### src/hdl/imbe_pkg.sv
package imbe_pkg;

  localparam int unsigned PhW = 5;

  localparam logic [PhW-1:0] PH_IDLE   = 5'd0;
  localparam logic [PhW-1:0] PH_RS_D1  = 5'd1;
  localparam logic [PhW-1:0] PH_RS_W   = 5'd2;
  localparam logic [PhW-1:0] PH_RS_D2  = 5'd3;
  localparam logic [PhW-1:0] PH_ST_CHK = 5'd4;
  localparam logic [PhW-1:0] PH_ST_D   = 5'd5;
  localparam logic [PhW-1:0] PH_WB_D1  = 5'd6;
  localparam logic [PhW-1:0] PH_WB_W   = 5'd7;
  localparam logic [PhW-1:0] PH_WB_D2  = 5'd8;
  localparam logic [PhW-1:0] PH_RB_D1  = 5'd9;
  localparam logic [PhW-1:0] PH_RB_W   = 5'd10;
  localparam logic [PhW-1:0] PH_RB_D2  = 5'd11;
  localparam logic [PhW-1:0] PH_SP_D1  = 5'd12;
  localparam logic [PhW-1:0] PH_SP_W   = 5'd13;
  localparam logic [PhW-1:0] PH_SP_D2  = 5'd14;
  localparam logic [PhW-1:0] PH_SP_CHK = 5'd15;
  localparam logic [PhW-1:0] PH_SP_D3  = 5'd16;

  localparam logic [0:0] REG_HALF_PERIOD   = 1'd0;
  localparam logic [0:0] REG_STRETCH_LIMIT = 1'd1;

  localparam logic [15:0] HALF_PERIOD_RST   = 16'd10;
  localparam logic [15:0] STRETCH_LIMIT_RST = 16'd1000;

  typedef enum logic [1:0] {
    OP_TICK  = 2'd0,
    OP_WRITE = 2'd1,
    OP_READ  = 2'd2,
    OP_RSVD  = 2'd3
  } op_e;

  // One classified tick, front to back
  typedef struct packed {
    logic       is_write;
    logic       is_read;
    logic [7:0] data_byte;
    logic       start_cond;
    logic       stop_cond;
    logic       ack_to_send;
    logic       clear_lost;
    logic       scl_in;
    logic       sda_in;
  } tick_t;

  // One result item
  typedef struct packed {
    logic       scl_low;
    logic       sda_low;
    logic       busy_res;
    logic       done_res;
    logic [7:0] read_data;
    logic       ack_received;
    logic       lost_flag;
    logic       stretch_timeout;
  } res_t;

  localparam int unsigned QDepth = 2;

endpackage

### src/hdl/imbe_front.sv
module imbe_front import imbe_pkg::*; (
  input  logic       clk_i,
  input  logic       rst_ni,
  input  logic       in_valid_i,
  output logic       in_stall_o,
  input  logic [1:0] op_i,
  input  logic [7:0] data_byte_i,
  input  logic       start_cond_i,
  input  logic       stop_cond_i,
  input  logic       ack_to_send_i,
  input  logic       clear_lost_i,
  input  logic       scl_in_i,
  input  logic       sda_in_i,
  output logic       q_valid_o,
  input  logic       q_pop_i,
  output tick_t      q_data_o
);

  tick_t            mem_q [QDepth];
  logic             wp_q, rp_q;
  logic [1:0]       cnt_q;
  logic             push;
  tick_t            cls;

  // Classify the op code
  always_comb begin
    cls            = '0;
    cls.data_byte  = data_byte_i;
    cls.start_cond = start_cond_i;
    cls.stop_cond  = stop_cond_i;
    cls.ack_to_send = ack_to_send_i;
    cls.clear_lost = clear_lost_i;
    cls.scl_in     = scl_in_i;
    cls.sda_in     = sda_in_i;
    case (op_e'(op_i))
      OP_WRITE: cls.is_write = 1'b1;
      OP_READ:  cls.is_read  = 1'b1;
      default:  ;
    endcase
  end

  assign in_stall_o = (cnt_q == 2'(QDepth)) && !q_pop_i;
  assign push       = in_valid_i && !in_stall_o;
  assign q_valid_o  = cnt_q != 2'd0;
  assign q_data_o   = mem_q[rp_q];

  // Storage
  always_ff @(posedge clk_i) begin
    if (push) mem_q[wp_q] <= cls;
  end

  // Pointers
  always_ff @(posedge clk_i or negedge rst_ni) begin
    if (!rst_ni) begin
      wp_q <= 1'b0; rp_q <= 1'b0; cnt_q <= 2'd0;
    end else begin
      if (push) wp_q <= ~wp_q;
      if (q_pop_i) rp_q <= ~rp_q;
      cnt_q <= cnt_q + 2'(push) - 2'(q_pop_i);
    end
  end

endmodule

### src/hdl/imbe_back.sv
module imbe_back import imbe_pkg::*; (
  input  logic        clk_i,
  input  logic        rst_ni,
  input  logic [15:0] half_period_i,
  input  logic [15:0] stretch_limit_i,
  input  logic        q_valid_i,
  output logic        q_pop_o,
  input  tick_t       q_data_i,
  output logic        out_valid_o,
  input  logic        out_stall_i,
  output res_t        res_o
);

  logic [PhW-1:0] phase_q, phase_d;
  logic [16:0] dly_q, dly_d;
  logic [15:0] str_q, str_d;
  logic [3:0]  bit_q, bit_d;
  logic [7:0]  sh_q, sh_d;
  logic        bs_q, bs_d, arb_q, arb_d, scl_q, scl_d, sda_q, sda_d;
  logic        f_rd_q, f_rd_d, f_sp_q, f_sp_d, f_nk_q, f_nk_d, f_to_q, f_to_d;
  logic [7:0]  lrd_q, lrd_d;
  logic        lack_q, lack_d, done_d;
  logic        ov_q;
  res_t        res_q;
  logic        step;
  logic [16:0] dinc;
  logic        dover, wover, wflag;

  // Output register frees when taken
  assign step    = q_valid_i && (!ov_q || !out_stall_i);
  assign q_pop_o = step;
  assign out_valid_o = ov_q;
  assign res_o   = res_q;

  assign dinc  = dly_q + 17'd1;
  assign dover = dinc >= {1'b0, (half_period_i == 16'd0) ? 16'd1 : half_period_i};
  assign wflag = !q_data_i.scl_in && (str_q >= stretch_limit_i);
  assign wover = q_data_i.scl_in || wflag;

  // Tick step
  always_comb begin
    logic wr_bit, cbit;
    phase_d = phase_q; dly_d = dly_q; str_d = str_q; bit_d = bit_q; sh_d = sh_q;
    bs_d = bs_q; arb_d = arb_q; scl_d = scl_q; sda_d = sda_q;
    f_rd_d = f_rd_q; f_sp_d = f_sp_q; f_nk_d = f_nk_q; f_to_d = f_to_q;
    lrd_d = lrd_q; lack_d = lack_q; done_d = 1'b0;
    wr_bit = 1'b0; cbit = 1'b0;
    if (q_data_i.clear_lost) arb_d = 1'b0;
    case (phase_q)
      PH_IDLE: begin
        if (q_data_i.is_write || q_data_i.is_read) begin
          f_rd_d = q_data_i.is_read;
          f_sp_d = q_data_i.stop_cond;
          f_nk_d = q_data_i.is_read && q_data_i.ack_to_send;
          f_to_d = 1'b0;
          sh_d   = q_data_i.is_write ? q_data_i.data_byte : 8'd0;
          bit_d  = 4'd0;
          if (q_data_i.is_write && q_data_i.start_cond) begin
            sda_d = 1'b0;
            if (bs_q) begin phase_d = PH_RS_D1; dly_d = '0; end
            else phase_d = PH_ST_CHK;
          end else begin
            sda_d = q_data_i.is_write ? !q_data_i.data_byte[7] : 1'b0;
            phase_d = q_data_i.is_write ? PH_WB_D1 : PH_RB_D1;
            dly_d = '0;
          end
        end
      end
      PH_RS_D1, PH_WB_D1, PH_RB_D1, PH_SP_D1: begin
        dly_d = dinc;
        if (dover) begin
          phase_d = phase_q + 5'd1; str_d = '0; scl_d = 1'b0;
        end
      end
      PH_RS_W, PH_WB_W, PH_RB_W, PH_SP_W: begin
        if (wflag) f_to_d = 1'b1;
        if (!wover) str_d = str_q + 16'd1;
        else begin
          phase_d = phase_q + 5'd1; dly_d = '0;
          if (phase_q == PH_WB_W) begin
            cbit = f_rd_q ? f_nk_q : sh_q[7];
            if (cbit && !q_data_i.sda_in) arb_d = 1'b1;
          end
          if (phase_q == PH_RB_W) begin
            if (f_rd_q) begin
              sh_d = {sh_q[6:0], q_data_i.sda_in};
              if (bit_q == 4'd7) lrd_d = sh_d;
            end else lack_d = q_data_i.sda_in;
          end
        end
      end
      PH_RS_D2: begin
        dly_d = dinc;
        if (dover) phase_d = PH_ST_CHK;
      end
      PH_ST_CHK: begin
        if (!q_data_i.sda_in) arb_d = 1'b1;
        sda_d = 1'b1; phase_d = PH_ST_D; dly_d = '0;
      end
      PH_ST_D, PH_WB_D2, PH_RB_D2: begin
        dly_d = dinc;
        if (dover) begin
          scl_d = 1'b1;
          if (phase_q == PH_ST_D) begin
            bs_d = 1'b1; bit_d = bit_q;
          end else begin
            if (phase_q == PH_WB_D2 && !f_rd_q) sh_d = {sh_q[6:0], 1'b0};
            bit_d = bit_q + 4'd1;
          end
          if (bit_d < 4'd9) begin
            wr_bit = f_rd_q ? (bit_d >= 4'd8) : (bit_d < 4'd8);
            cbit = f_rd_q ? f_nk_q : sh_d[7];
            sda_d = wr_bit ? !cbit : 1'b0;
            phase_d = wr_bit ? PH_WB_D1 : PH_RB_D1;
            dly_d = '0;
          end else if (f_sp_q) begin
            sda_d = 1'b1; phase_d = PH_SP_D1; dly_d = '0;
          end else begin
            phase_d = PH_IDLE; done_d = 1'b1;
          end
        end
      end
      PH_SP_D2: begin
        dly_d = dinc;
        if (dover) begin sda_d = 1'b0; phase_d = PH_SP_CHK; end
      end
      PH_SP_CHK: begin
        if (!q_data_i.sda_in) arb_d = 1'b1;
        phase_d = PH_SP_D3; dly_d = '0;
      end
      PH_SP_D3: begin
        dly_d = dinc;
        if (dover) begin bs_d = 1'b0; phase_d = PH_IDLE; done_d = 1'b1; end
      end
      default: phase_d = PH_IDLE;
    endcase
  end

  // Engine state
  always_ff @(posedge clk_i or negedge rst_ni) begin
    if (!rst_ni) begin
      phase_q <= PH_IDLE; dly_q <= '0; str_q <= '0; bit_q <= '0; sh_q <= '0;
      bs_q <= 1'b0; arb_q <= 1'b0; scl_q <= 1'b0; sda_q <= 1'b0;
      f_rd_q <= 1'b0; f_sp_q <= 1'b0; f_nk_q <= 1'b0; f_to_q <= 1'b0;
      lrd_q <= '0; lack_q <= 1'b0; ov_q <= 1'b0;
    end else begin
      if (step) begin
        phase_q <= phase_d; dly_q <= dly_d; str_q <= str_d; bit_q <= bit_d;
        sh_q <= sh_d; bs_q <= bs_d; arb_q <= arb_d; scl_q <= scl_d; sda_q <= sda_d;
        f_rd_q <= f_rd_d; f_sp_q <= f_sp_d; f_nk_q <= f_nk_d; f_to_q <= f_to_d;
        lrd_q <= lrd_d; lack_q <= lack_d;
        ov_q <= 1'b1;
      end else if (!out_stall_i) begin
        ov_q <= 1'b0;
      end
    end
  end

  // Result register
  always_ff @(posedge clk_i) begin
    if (step) begin
      res_q.scl_low         <= scl_d;
      res_q.sda_low         <= sda_d;
      res_q.busy_res        <= phase_d != PH_IDLE;
      res_q.done_res        <= done_d;
      res_q.read_data       <= lrd_d;
      res_q.ack_received    <= lack_d;
      res_q.lost_flag       <= arb_d;
      res_q.stretch_timeout <= f_to_d;
    end
  end

endmodule

### src/hdl/i2c_master_byte_engine.sv
// I2C master byte engine. Each transfer on the input channel is one bus tick
// carrying sampled SCL/SDA and, when idle, an optional byte write or read
// command; each tick yields exactly one result transfer with the line drives
// and status. One tick is taken per clock unless a stall holds it: a two-entry
// queue feeds the bus sequencer, whose result register is refilled in the
// cycle it is taken. A tick is queued, then registered as a result.
// Registers: 0 half_period (ticks per delay, reset 10), 1 stretch_limit
// (reset 1000); write them only while idle.
module i2c_master_byte_engine import imbe_pkg::*; (
  input  logic        clk_i,
  input  logic        rst_ni,
  input  logic        cfg_we_i,
  input  logic        cfg_index_i,
  input  logic [15:0] cfg_wdata_i,
  input  logic        in_valid_i,
  output logic        in_stall_o,
  input  logic [1:0]  op_i,
  input  logic [7:0]  data_byte_i,
  input  logic        start_cond_i,
  input  logic        stop_cond_i,
  input  logic        ack_to_send_i,
  input  logic        clear_lost_i,
  input  logic        scl_in_i,
  input  logic        sda_in_i,
  output logic        out_valid_o,
  input  logic        out_stall_i,
  output logic        scl_low_o,
  output logic        sda_low_o,
  output logic        busy_res_o,
  output logic        done_res_o,
  output logic [7:0]  read_data_o,
  output logic        ack_received_o,
  output logic        lost_flag_o,
  output logic        stretch_timeout_o
);

  logic [15:0] half_q, lim_q;
  logic        qv, pop;
  tick_t       qd;
  res_t        res;

  // Config registers
  always_ff @(posedge clk_i or negedge rst_ni) begin
    if (!rst_ni) begin
      half_q <= HALF_PERIOD_RST; lim_q <= STRETCH_LIMIT_RST;
    end else if (cfg_we_i) begin
      if (cfg_index_i == REG_HALF_PERIOD) half_q <= cfg_wdata_i;
      else lim_q <= cfg_wdata_i;
    end
  end

  imbe_front u_front (
    .clk_i, .rst_ni, .in_valid_i, .in_stall_o, .op_i, .data_byte_i,
    .start_cond_i, .stop_cond_i, .ack_to_send_i, .clear_lost_i,
    .scl_in_i, .sda_in_i,
    .q_valid_o(qv), .q_pop_i(pop), .q_data_o(qd)
  );

  imbe_back u_back (
    .clk_i, .rst_ni, .half_period_i(half_q), .stretch_limit_i(lim_q),
    .q_valid_i(qv), .q_pop_o(pop), .q_data_i(qd),
    .out_valid_o, .out_stall_i, .res_o(res)
  );

  assign scl_low_o         = res.scl_low;
  assign sda_low_o         = res.sda_low;
  assign busy_res_o        = res.busy_res;
  assign done_res_o        = res.done_res;
  assign read_data_o       = res.read_data;
  assign ack_received_o    = res.ack_received;
  assign lost_flag_o       = res.lost_flag;
  assign stretch_timeout_o = res.stretch_timeout;

endmodule

### config.mk
export PLATFORM = sky130hd
export DESIGN_NAME = i2c_master_byte_engine
export DESIGN_NICKNAME = d
export VERILOG_FILES = /design/src/hdl/imbe_pkg.sv /design/src/hdl/imbe_front.sv /design/src/hdl/imbe_back.sv /design/src/hdl/i2c_master_byte_engine.sv
export SDC_FILE = /design/constraint.sdc
export NUM_CORES = 1
export LEC_CHECK = 0
export BUFFER_PORTS_ARGS = -buffer_cell sky130_fd_sc_hd__buf_2
export CORE_ASPECT_RATIO = 1.5
export CORE_MARGIN = 8
export CORE_UTILIZATION = 50
export CTS_BUF_LIST = sky130_fd_sc_hd__clkbuf_8
export DETAILED_ROUTE_END_ITERATION = 16
export PLACE_DENSITY = 0.68
export SYNTH_ARGS = -nofsm -noshare
export SYNTH_HDL_FRONTEND = slang
export SYNTH_SLANG_ARGS = --single-unit
### constraint.sdc
create_clock -name clk_i -period 11.35 [get_ports clk_i]
set_input_delay 0.5675 -clock clk_i [delete_from_list [all_inputs] [get_ports clk_i]]
set_output_delay 0.5675 -clock clk_i [all_outputs]
set_load 0.1 [all_outputs]
==> results of run 1 <==
per-layer routing:
metal	vias up	track usage, %
li1	3026	-
met1	3030	21.0
met2	159	34.2
met3	46	3.35
met4	0	9.71
met5	-	0
registers in the layout, summed over array words and instances (netlist names), 2 cells and up:
| signal | flops |
|---|---|
| u_front.cnt_q | 2 |
| u_back.str_q | 16 |
| lim_q | 16 |
| u_back.phase_q | 5 |
| half_q | 16 |
| u_back.lrd_q | 8 |
| u_back.res_o | 15 |
| u_front.mem_q | 32 |
| u_back.sh_q | 8 |
| u_back.bit_q | 4 |
| u_back.dly_q | 17 |
power groups by stage:
stage | clock network [W] | logic (W) | registers, W
floorplan | 0 | 0.000571 | 0.000899
global placement | 0 | 0.000898 | 0.000790
detailed placement | 0 | 0.000903 | 0.000794
CTS | 0.000426 | 0.000906 | 0.000782
global route | 0.000450 | 0.000985 | 0.000799
finish | 0.000418 | 0.000904 | 0.000782
through the flow:
stage / util [%] / hold slack [ns] / area (um^2) / power (W) / setup WS, ns
6_report: 55.4 / 0.105 / 9170 / 0.00210 / 6.54
5_1_grt: 55.4 / 0.147 / 9170 / 0.00223 / 6.05
4_1_cts: 55.4 / 0.127 / 9170 / 0.00211 / 6.60
3_5_place_dp: 53.0 / 0.490 / 8760 / 0.00170 / 6.62
3_3_place_gp: 53.0 / 0.474 / 8760 / 0.00169 / 6.69
2_1_floorplan: - / 0.272 / 8330 / 0.00147 / 7.24
cells by family (layout without fill, tap and decap cells):
family | Yosys count | in the layout | share of synthesized area (%)
simple gates | 268 | 268 | 16.0
flops | 151 | 151 | 48.3
buf+inv | 87 | 142 | 4.07
fa+ha+maj | 44 | 44 | 6.61
mux | 66 | 66 | 8.66
xor+xnor | 31 | 31 | 3.26
compound gates | 174 | 174 | 13.1
final cells by class:
| type | instances | area share, % |
|---|---|---|
| Sequential cell | 151 | 43.9 |
| Multi-Input combinational cell | 583 | 43.3 |
| Timing Repair Buffer | 60 | 3.47 |
| Tap cell | 210 | 2.87 |
| Clock buffer | 17 | 2.55 |
| Inverter | 50 | 2.05 |
| Clock inverter | 15 | 1.90 |
worst register-to-register path, stage by stage, from the launching register on:
cell	delay (ns)
dfrtp_1	0.43
ha_1	0.28
nand4_1	0.25
or3_1	0.47
nor2_1	0.16
xor2_1	0.22
ha_1	0.29
a21o_1	0.16
a21oi_1	0.13
o311a_1	0.20
nand4_2	0.35
inv_1	0.56
ha_1	0.25
nor2_1	0.05
a221oi_1	0.20
nand3_1	0.12
a2111oi_0	0.29
nand4_1	0.14
cells in the final DEF, fill, tap and decap left out, types with 6 or more instances in the layout:
cell / netlist / layout
and3_1: 6 / 6
o31ai_1: 6 / 6
o21ai_0: 57 / 57
buf_2: 7 / 53
nand2_1: 83 / 83
xor2_1: 6 / 6
a21oi_1: 45 / 45
o21ai_1: 8 / 8
mux2_1: 8 / 8
nor2_1: 63 / 63
ha_1: 44 / 44
xnor2_1: 25 / 25
clkbuf_8: 0 / 17
and2_1: 7 / 7
nand3_1: 17 / 17
nand4_1: 15 / 15
nor3_1: 16 / 16
dfrtp_1: 96 / 96
nor2b_1: 8 / 8
a21o_1: 7 / 7
inv_1: 48 / 48
nor4_1: 11 / 11
nand2b_1: 13 / 13
dfstp_2: 8 / 8
buf_4: 1 / 7
edfxtp_1: 47 / 47
or3_1: 6 / 6
mux2i_1: 17 / 17
or4_1: 7 / 7
mux2_2: 41 / 41
worst max path at each step:
| stage | to | slack [ns] | cells after the start | from |
|---|---|---|---|---|
| global route | u_back.res_o[12] | 6.05 | 18 | u_back.dly_q[2] |
| global placement | u_back.res_o[12] | 6.69 | 17 | u_back.dly_q[0] |
| detailed placement | u_back.res_o[12] | 6.62 | 17 | u_back.dly_q[0] |
| finish | u_back.res_o[12] | 6.54 | 17 | u_back.dly_q[0] |
| CTS | u_back.res_o[12] | 6.60 | 17 | u_back.dly_q[0] |
| floorplan | u_back.res_o[12] | 7.24 | 19 | u_back.dly_q[0] |
==> metrics.md, run 1 <==
| Metric | Value |
|---|---|
| Status | `complete, no violations` |
| R2r setup slk | `6.54 ns` |
| Logic gate share of total power | `43.0%` |
| Clock power share | `19.9%` |
| Hold Path Class | `primary input to async pin` |
| Pwr dens | `229 nW/um^2` |
| Final Wtd Congestion | `0.925` |
| First-pass GRT wire length | `32200 um` |
| # DRC | `0` |
| Final HPWL DP | `14400 um` |
| Tmin final | `4.81 ns` |
| Met2 wire len | `10300 um` |
| Final Max Slew Viols | `0` |
| Vias per cell | `5.77` |
| Iteration-0 DRC Markers | `356` |
| Count leader, synth | `dfrtp_1` |
| WS Path Type | `flip-flop to flip-flop` |
| Dominant cells by area after synthesis | `dfrtp_1, edfxtp_1, ha_1` |
| Worst r2r path cells | `17` |
| Startpoint types | `flip-flop` |
| Setup TNS | `0 ns` |
| RSZ-0062 raised after global routing | `false` |
| Crit-path max FO | `14` |
| Die X | `121 um` |
| Slew margin rel. | `40.1%` |
| CP peak stage delay | `0.56 ns` |
| Clock transition at the registers of the reported paths | `0.11 ns` |
| WL/cell | `17.9 um` |
| Initial antenna violation count | `0` |
| Maximum clock path buffer count | `2` |
| TritonCTS clock tree | `yes` |
| Setup Skew | `0.0220 ns` |
| Clock insertion delay at the later pin of the skew report | `0.45 ns` |
| Via Count | `6261` |
| Port buffer count | `54` |
| Area leader, netlist | `dfrtp_1` |
| Reg area | `4020 um^2` |
| Top Layer Used | `met4` |
| Final nets | `945` |
| Row cnt | `58` |
| Worst path arrival time | `4.97 ns` |
| Final worst path period share | `42.4%` |
| Pre-antenna DRT Iters | `5` |
| Unique masters post-synth | `66` |
| Final count of hold timing violations | `0` |
| Synth top area share | `28.8%` |
| Sequential power share | `37.2%` |
| Top cells by count, synth | `dfrtp_1, nand2_1, nor2_1, o21ai_0, inv_1` |
| WL met3 | `803 um` |
| Worst setup EP type | `flip-flop` |
| Family with the most delay on the worst path | `simple AND/OR/NAND/NOR gates` |
| Die area | `21100 um^2` |
| Layout area overhead | `10.0%` |
| Post-route insts no fill | `1086` |
| Sink Count | `151` |
| Worst R2R Start | `u_back.dly_q[0]` |
| Async set or reset register ratio after synthesis | `68.9%` |
| Pint | `0.00114 W` |
| Final setup viols | `0` |
| Sequential area share after synthesis | `48.3%` |
| FF+latch count, synth | `151` |
| Initial Util | `50.4%` |
| Diodes inserted | `0` |
| Fmax | `0.208 GHz` |
| Vias in the first global route | `6467` |
| Setup bufs post-CTS | `0` |
| Gr usage total | `19.1%` |
| CTS root buffer | `clkbuf_8` |
| NetSw | `0.000966 W` |
| H-tree depth | `4` |
| Pin count of the biggest net entering global routing | `59` |
| Fill cells | `1507` |
| Global route total overflow | `0` |
| WL final | `19400 um` |
| Gate count of the mapped netlist | `821` |
| CTS-repair resized insts | `0` |
| Syn Area/Cell | `10.1 um^2` |
| Worst-margin pin slew | `0.899 ns` |
| Mapped cell area | `8330 um^2` |
| Slowest CP cell | `inv_1` |
| Routed Antenna Nets | `0` |
| Critical-path cell list | `ha_1, nand4_1, or3_1, nor2_1, xor2_1, ha_1, a21o_1, a21oi_1, o311a_1, nand4_2, inv_1, ha_1, nor2_1, a221oi_1, nand3_1, a2111oi_0, nand4_1` |
| Core area | `16500 um^2` |
| Hold_buf cts | `0` |
| Max Cap Violations | `0` |
| # IOs | `55` |
| Crit-path most repeated cell | `ha_1` |
| Ys flop type | `dfrtp_1` |
| Leak pwr | `4.00 nW` |
| Die Ht | `174 um` |
| DRT met1 WL | `7670 um` |
| Ratio of cells with drive above 1 in the final layout | `17.9%` |
| Reg2reg end | `u_back.res_o[12]` |
| Sw frac | `45.9%` |
| Maximum VDD drop | `0.132 mV` |
| CTS buffer count | `17` |
| Dpl cells | `1054` |
| Multi-input gate area | `3970 um^2` |
| CP required | `11.51 ns` |
| Post-Syn Nets | `903` |
| CP Buf/Inv Count | `1` |
| Number of synthesized flops with an enable pin | `47` |
| Yosys warns | `0` |
Note: power is estimated with default switching activity, not from simulation.
==> run 2, diff against run 1 <==
clock period = 5 ns   (was 11.35 ns; I/O delays follow)
==> metrics.md, run 2 (same netlist as run 1, synthesis figures left out) <==
| Metric | Value |
|---|---|
| Final worst path period share | `87.8% (was 42.4%)` |
| Final count of hold timing violations | `0 (unchanged)` |
| Ratio of cells with drive above 1 in the final layout | `18.0% (was 17.9%)` |
| Core area | `16500 um^2 (unchanged)` |
| Startpoint types | `flip-flop (unchanged)` |
| TritonCTS clock tree | `yes (unchanged)` |
| Maximum clock path buffer count | `2 (unchanged)` |
| Worst path arrival time | `4.55 ns (was 4.97 ns)` |
| Final Max Slew Viols | `0 (unchanged)` |
| Pwr dens | `519 nW/um^2 (was 229 nW/um^2)` |
| Fmax | `0.228 GHz (was 0.208 GHz)` |
| CTS-repair resized insts | `0 (unchanged)` |
| Hold Path Class | `primary input to flip-flop (was primary input to async pin)` |
| Clock insertion delay at the later pin of the skew report | `0.46 ns (was 0.45 ns)` |
| Leading cell type in the layout, fill and taps excluded | `dfrtp_1 (unchanged)` |
| Pin count of the biggest net entering global routing | `59 (unchanged)` |
| CTS root buffer | `clkbuf_8 (unchanged)` |
| Worst-margin pin slew | `0.965 ns (was 0.899 ns)` |
| Largest Register | `u_front.mem_q (unchanged)` |
| # IOs | `55 (unchanged)` |
| Gr usage total | `19.3% (was 19.1%)` |
| WS Path Type | `flip-flop to flip-flop (unchanged)` |
| Pre-antenna DRT Iters | `5 (unchanged)` |
| Biggest regs | `u_front.mem_q: 32 flops, u_back.dly_q: 17 flops (unchanged)` |
| WL/cell | `17.6 um (was 17.9 um)` |
| Setup Skew | `0.0150 ns (was 0.0220 ns)` |
| Final Power | `0.00488 W (was 0.00210 W)` |
| Final HPWL DP | `14400 um (about the same)` |
| Tmin final | `4.39 ns (was 4.81 ns)` |
| WL final | `19500 um (was 19400 um)` |
| Die area | `21100 um^2 (unchanged)` |
| Status | `complete, no violations (unchanged)` |
| Max Cap Violations | `0 (unchanged)` |
| Sink Count | `151 (unchanged)` |
| Via Count | `6311 (was 6261)` |
| Final nets | `965 (was 945)` |
| Port buffer count | `54 (unchanged)` |
| Most frequent cells in the layout | `dfrtp_1, nand2_1, nor2_1, o21ai_0, buf_2 (unchanged)` |
| Layout area overhead | `12.7% (was 10.0%)` |
| R2r setup slk | `0.61 ns (was 6.54 ns)` |
| Final Wtd Congestion | `0.944 (was 0.925)` |
| H-tree depth | `4 (unchanged)` |
| CP required | `5.16 ns (was 11.51 ns)` |
| Global route total overflow | `0 (unchanged)` |
| Number of flip-flops under the largest register name | `32 (unchanged)` |
| Clock transition at the registers of the reported paths | `0.09 ns (was 0.11 ns)` |
| Die Ht | `174 um (unchanged)` |
| Vias in the first global route | `6399 (was 6467)` |
| RSZ-0062 raised after global routing | `false (unchanged)` |
| Final setup viols | `0 (unchanged)` |
| Routed Antenna Nets | `0 (unchanged)` |
| Die X | `121 um (unchanged)` |
| Diodes inserted | `0 (unchanged)` |
| Worst setup EP type | `flip-flop (unchanged)` |
| Initial Util | `50.4% (unchanged)` |
| Slew margin rel. | `35.7% (was 40.1%)` |
| CTS buffer count | `17 (unchanged)` |
| Iteration-0 DRC Markers | `388 (was 356)` |
| Crit-path max FO | `10 (was 14)` |
| Vias per cell | `5.71 (was 5.77)` |
| # DRC | `0 (unchanged)` |
| Initial antenna violation count | `0 (unchanged)` |
| Leak pwr | `4.10 nW (was 4.00 nW)` |
| Row cnt | `58 (unchanged)` |
| Setup TNS | `0 ns (unchanged)` |
| First-pass GRT wire length | `32200 um (about the same)` |
| Maximum VDD drop | `0.335 mV (was 0.132 mV)` |
## run 2: layout make-up
class | instances | area, um^2
Fill cell | 1448 | 7150
Sequential cell | 151 | 4020
Multi-Input combinational cell | 583 | 3970
Timing Repair Buffer | 80 | 508
Tap cell | 210 | 263
Clock buffer | 17 | 234
Clock inverter | 15 | 209
Inverter | 50 | 188
## run 2: where the power goes
part           switching, W  total (W)  internal, W
Clock              0.000522    0.00104     0.000515
Sequential         0.000230    0.00179      0.00156
Combinational       0.00139    0.00205     0.000655
## run 2: what timing repair did
action | in CTS | in global routing
endpoints found under the hold margin | 77 | 0
hold buffers | 16 | 0
setup endpoints to repair | 0 | 0
setup buffers | 0 | 0
## run 2: path summary, 6_finish.rpt
check,start,to,depth (start not counted)
max in group asynchronous,rst_ni,u_back.sh_q[6],3
min,cfg_wdata_i[2],half_q[2],3
max reg2reg,u_back.dly_q[0],u_back.res_o[12],17
min reg2reg,u_front.wp_q,u_front.wp_q,1
max,u_back.dly_q[0],u_back.res_o[12],17
min in group asynchronous,rst_ni,u_back.phase_q[4],2
## run 2: per-layer routing
layer | vias up | part of all wire [%] | global-route usage (%)
li1 | 3063 | - | -
met1 | 3054 | 39 | 21.2
met2 | 143 | 53 | 34.4
met3 | 51 | 4.1 | 3.80
met4 | 0 | 3.9 | 9.09
met5 | - | 0 | 0
## run 2: worst max-delay path, stage by stage, from the launching register on
cell and delay (ns):
dfrtp_1 0.44, ha_1 0.29, nand4_1 0.25, or3_1 0.46
nor2_1 0.16, xor2_1 0.22, ha_1 0.29, a21o_1 0.16
a21oi_1 0.14, o311a_1 0.19, nand4_2 0.13, inv_1 0.31
ha_1 0.21, nor2_1 0.05, a221oi_1 0.23, nand3_1 0.13
a2111oi_0 0.29, nand4_1 0.14
## run 2: per-stage QoR
stage	cells	instance area [um^2]	setup WS [ns]	utilization [%]	hold slack (ns)
finish	1106	9400	0.611	56.8	0.0218
global route	1106	9400	0.169	56.8	0.0129
CTS	1106	9400	0.646	56.8	0.00792
detailed placement	1058	8790	0.677	53.1	0.376
global placement	1058	8790	0.815	53.1	0.374
floorplan	821	8330	0.886	-	-0.0456
==> run 3, diff against run 2 <==
CTS_CLUSTER_DIAMETER = 200   (was not set)
clock period = 4.12 ns   (was 5 ns; I/O delays follow)
==> metrics.md, run 3 (same netlist as run 1, synthesis figures left out) <==
| Metric | Value |
|---|---|
| Status | `complete, no violations (unchanged)` |
| H-tree depth | `4 (unchanged)` |
| First-pass GRT wire length | `33100 um (was 32200 um)` |
| Dpl cells | `1072 (was 1058)` |
| Setup bufs post-CTS | `0 (unchanged)` |
| Final Max Slew Viols | `0 (unchanged)` |
| Die X | `121 um (unchanged)` |
| Final nets | `993 (was 965)` |
| # DRC | `0 (unchanged)` |
| Leak pwr | `4.23 nW (was 4.10 nW)` |
| Row cnt | `58 (unchanged)` |
| Leading cell type in the layout, fill and taps excluded | `dfrtp_1 (unchanged)` |
| CTS root buffer | `clkbuf_8 (unchanged)` |
| # IOs | `55 (unchanged)` |
| Setup ws final | `0.249 ns (was 0.611 ns)` |
| Worst path arrival time | `4.24 ns (was 4.55 ns)` |
| Biggest regs | `u_front.mem_q: 32 flops, u_back.dly_q: 17 flops (unchanged)` |
| Most frequent cells in the layout | `dfrtp_1, nand2_1, nor2_1, o21ai_0, buf_2 (unchanged)` |
| Dpl ws | `0.0631 ns (was 0.677 ns)` |
| Tmin final | `3.87 ns (was 4.39 ns)` |
| Pwr dens | `622 nW/um^2 (was 519 nW/um^2)` |
| Largest Register | `u_front.mem_q (unchanged)` |
| Max Cap Violations | `0 (unchanged)` |
| Iteration-0 DRC Markers | `361 (was 388)` |
| Diodes inserted | `0 (unchanged)` |
| Die area | `21100 um^2 (unchanged)` |
| Maximum clock path buffer count | `2 (unchanged)` |
| Startpoint types | `flip-flop (unchanged)` |
| Final setup viols | `0 (unchanged)` |
| Fmax | `0.258 GHz (was 0.228 GHz)` |
| Routed Antenna Nets | `0 (unchanged)` |
| Final count of hold timing violations | `0 (unchanged)` |
| Vias in the first global route | `6655 (was 6399)` |
| Ratio of cells with drive above 1 in the final layout | `19.9% (was 18.0%)` |
| Vias per cell | `5.71 (about the same)` |
| Clock insertion delay at the later pin of the skew report | `0.45 ns (was 0.46 ns)` |
| Global route total overflow | `0 (unchanged)` |
| Port buffer count | `54 (unchanged)` |
| Sink Count | `151 (unchanged)` |
| Final worst path period share | `94.0% (was 87.8%)` |
| Worst-margin pin slew | `0.982 ns (was 0.965 ns)` |
| WL final | `20400 um (was 19500 um)` |
| Final HPWL DP | `14800 um (was 14400 um)` |
| Post-route insts no fill | `1134 (was 1106)` |
| Slew margin rel. | `34.6% (was 35.7%)` |
| Pre-antenna DRT Iters | `5 (unchanged)` |
| Final Power | `0.00600 W (was 0.00488 W)` |
| Pin count of the biggest net entering global routing | `74 (was 59)` |
| WS Path Type | `flip-flop to flip-flop (unchanged)` |
| TritonCTS clock tree | `yes (unchanged)` |
| Gr usage total | `19.9% (was 19.3%)` |
| Core area | `16500 um^2 (unchanged)` |
| Die Ht | `174 um (unchanged)` |
| Layout area overhead | `15.8% (was 12.7%)` |
| Crit-path max FO | `10 (unchanged)` |
| Initial antenna violation count | `0 (unchanged)` |
| Hold Path Class | `primary input to flip-flop (unchanged)` |
| Clock transition at the registers of the reported paths | `0.10 ns (was 0.09 ns)` |
| Maximum VDD drop | `0.361 mV (was 0.335 mV)` |
| WL/cell | `18.0 um (was 17.6 um)` |
| Number of flip-flops under the largest register name | `32 (unchanged)` |
| Via Count | `6477 (was 6311)` |
| Initial Util | `50.4% (unchanged)` |
| CP required | `4.49 ns (was 5.16 ns)` |
| Worst setup EP type | `flip-flop (unchanged)` |
| CTS buffer count | `17 (unchanged)` |
| Setup Skew | `0.0157 ns (was 0.0150 ns)` |
| Final Wtd Congestion | `0.953 (was 0.944)` |
-- run 3: changes by cell type in the layout (fill, tap and decap cells not counted), moves of 2 or more --
cell           before  now
clkinvlp_4          3    0
clkinv_8            1    3
or3_4               0    2
buf_4              11   24
or3_1               6    4
clkinv_4            1    4
dfrtp_1            96   94
a2111oi_0           4    2
dlygate4sd3_1      16   30
bufinv_16           3    0
dfrtp_2             0    2
-- run 3: metal layers --
metal / global-route usage [%] / vias up / routed length, um
met5: 0 / - / 0
met2: 36.0 / 151 / 11100
met3: 3.02 / 49 / 666
met1: 21.6 / 3150 / 7920
li1: - / 3127 / -
met4: 10.1 / 0 / 722
-- run 3: stage by stage --
stage	utilization (%)	hold slack, ns	instance area, um^2	TNS [ns]
after global routing	58.3	0.0255	9650	-0.0339
after floorplan	-	-0.0896	8330	0
final	58.3	0.0244	9650	0
after CTS	58.0	0.00414	9600	0
after detailed placement	53.8	0.399	8900	0
after global placement	53.8	0.394	8900	0
-- run 3: worst paths after layout --
kind	from	end	slack, ns	cells past startpoint
hold / removal	cfg_wdata_i[3]	half_q[3]	0.02	3
max in group asynchronous	rst_ni	half_q[1]	2.64	3
min in group asynchronous	rst_ni	u_back.phase_q[4]	0.46	2
setup reg to reg	u_back.dly_q[3]	u_back.str_q[11]	0.25	15
setup / recovery	u_back.dly_q[3]	u_back.str_q[11]	0.25	15
hold reg to reg	u_front.wp_q	u_front.wp_q	0.50	1
-- run 3: layout make-up --
cell class,instances,area [um^2]
well taps,210,263
fillers,1456,6900
multi-input cells,583,4010
clock inverters,15,174
repair buffers,108,757
inverters,50,188
flip-flops and latches,151,4030
clock buffers,17,234
-- run 3: timing repair --
| action | in CTS | in global routing |
|---|---|---|
| hold buffers | 29 | 1 |
| resized for setup | 0 | 14 |
| setup endpoints to repair | 0 | 25 |
| hold endpoints to repair | 115 | 1 |
-- run 3: report_power, final --
group          leakage (nW)  internal, W  switching (W)
Clock                 0.206     0.000467       0.000684
Combinational          2.24     0.000901        0.00180
Sequential             1.78      0.00190       0.000257
Total                  4.23      0.00327        0.00274
-- run 3: critical path, cell delays in order, from the launching register on --
cell and delay (ns):
dfrtp_1 0.40, and2_1 0.19, nand4_1 0.14, or2_4 0.30, nor2_1 0.14, and4_1 0.25, xor2_2 0.08, ha_1 0.32
nand3_1 0.10, o311a_1 0.35, nand4_2 0.16, buf_6 0.17, a21oi_2 0.12, or3_4 0.40, or4_1 0.51, a21oi_1 0.15
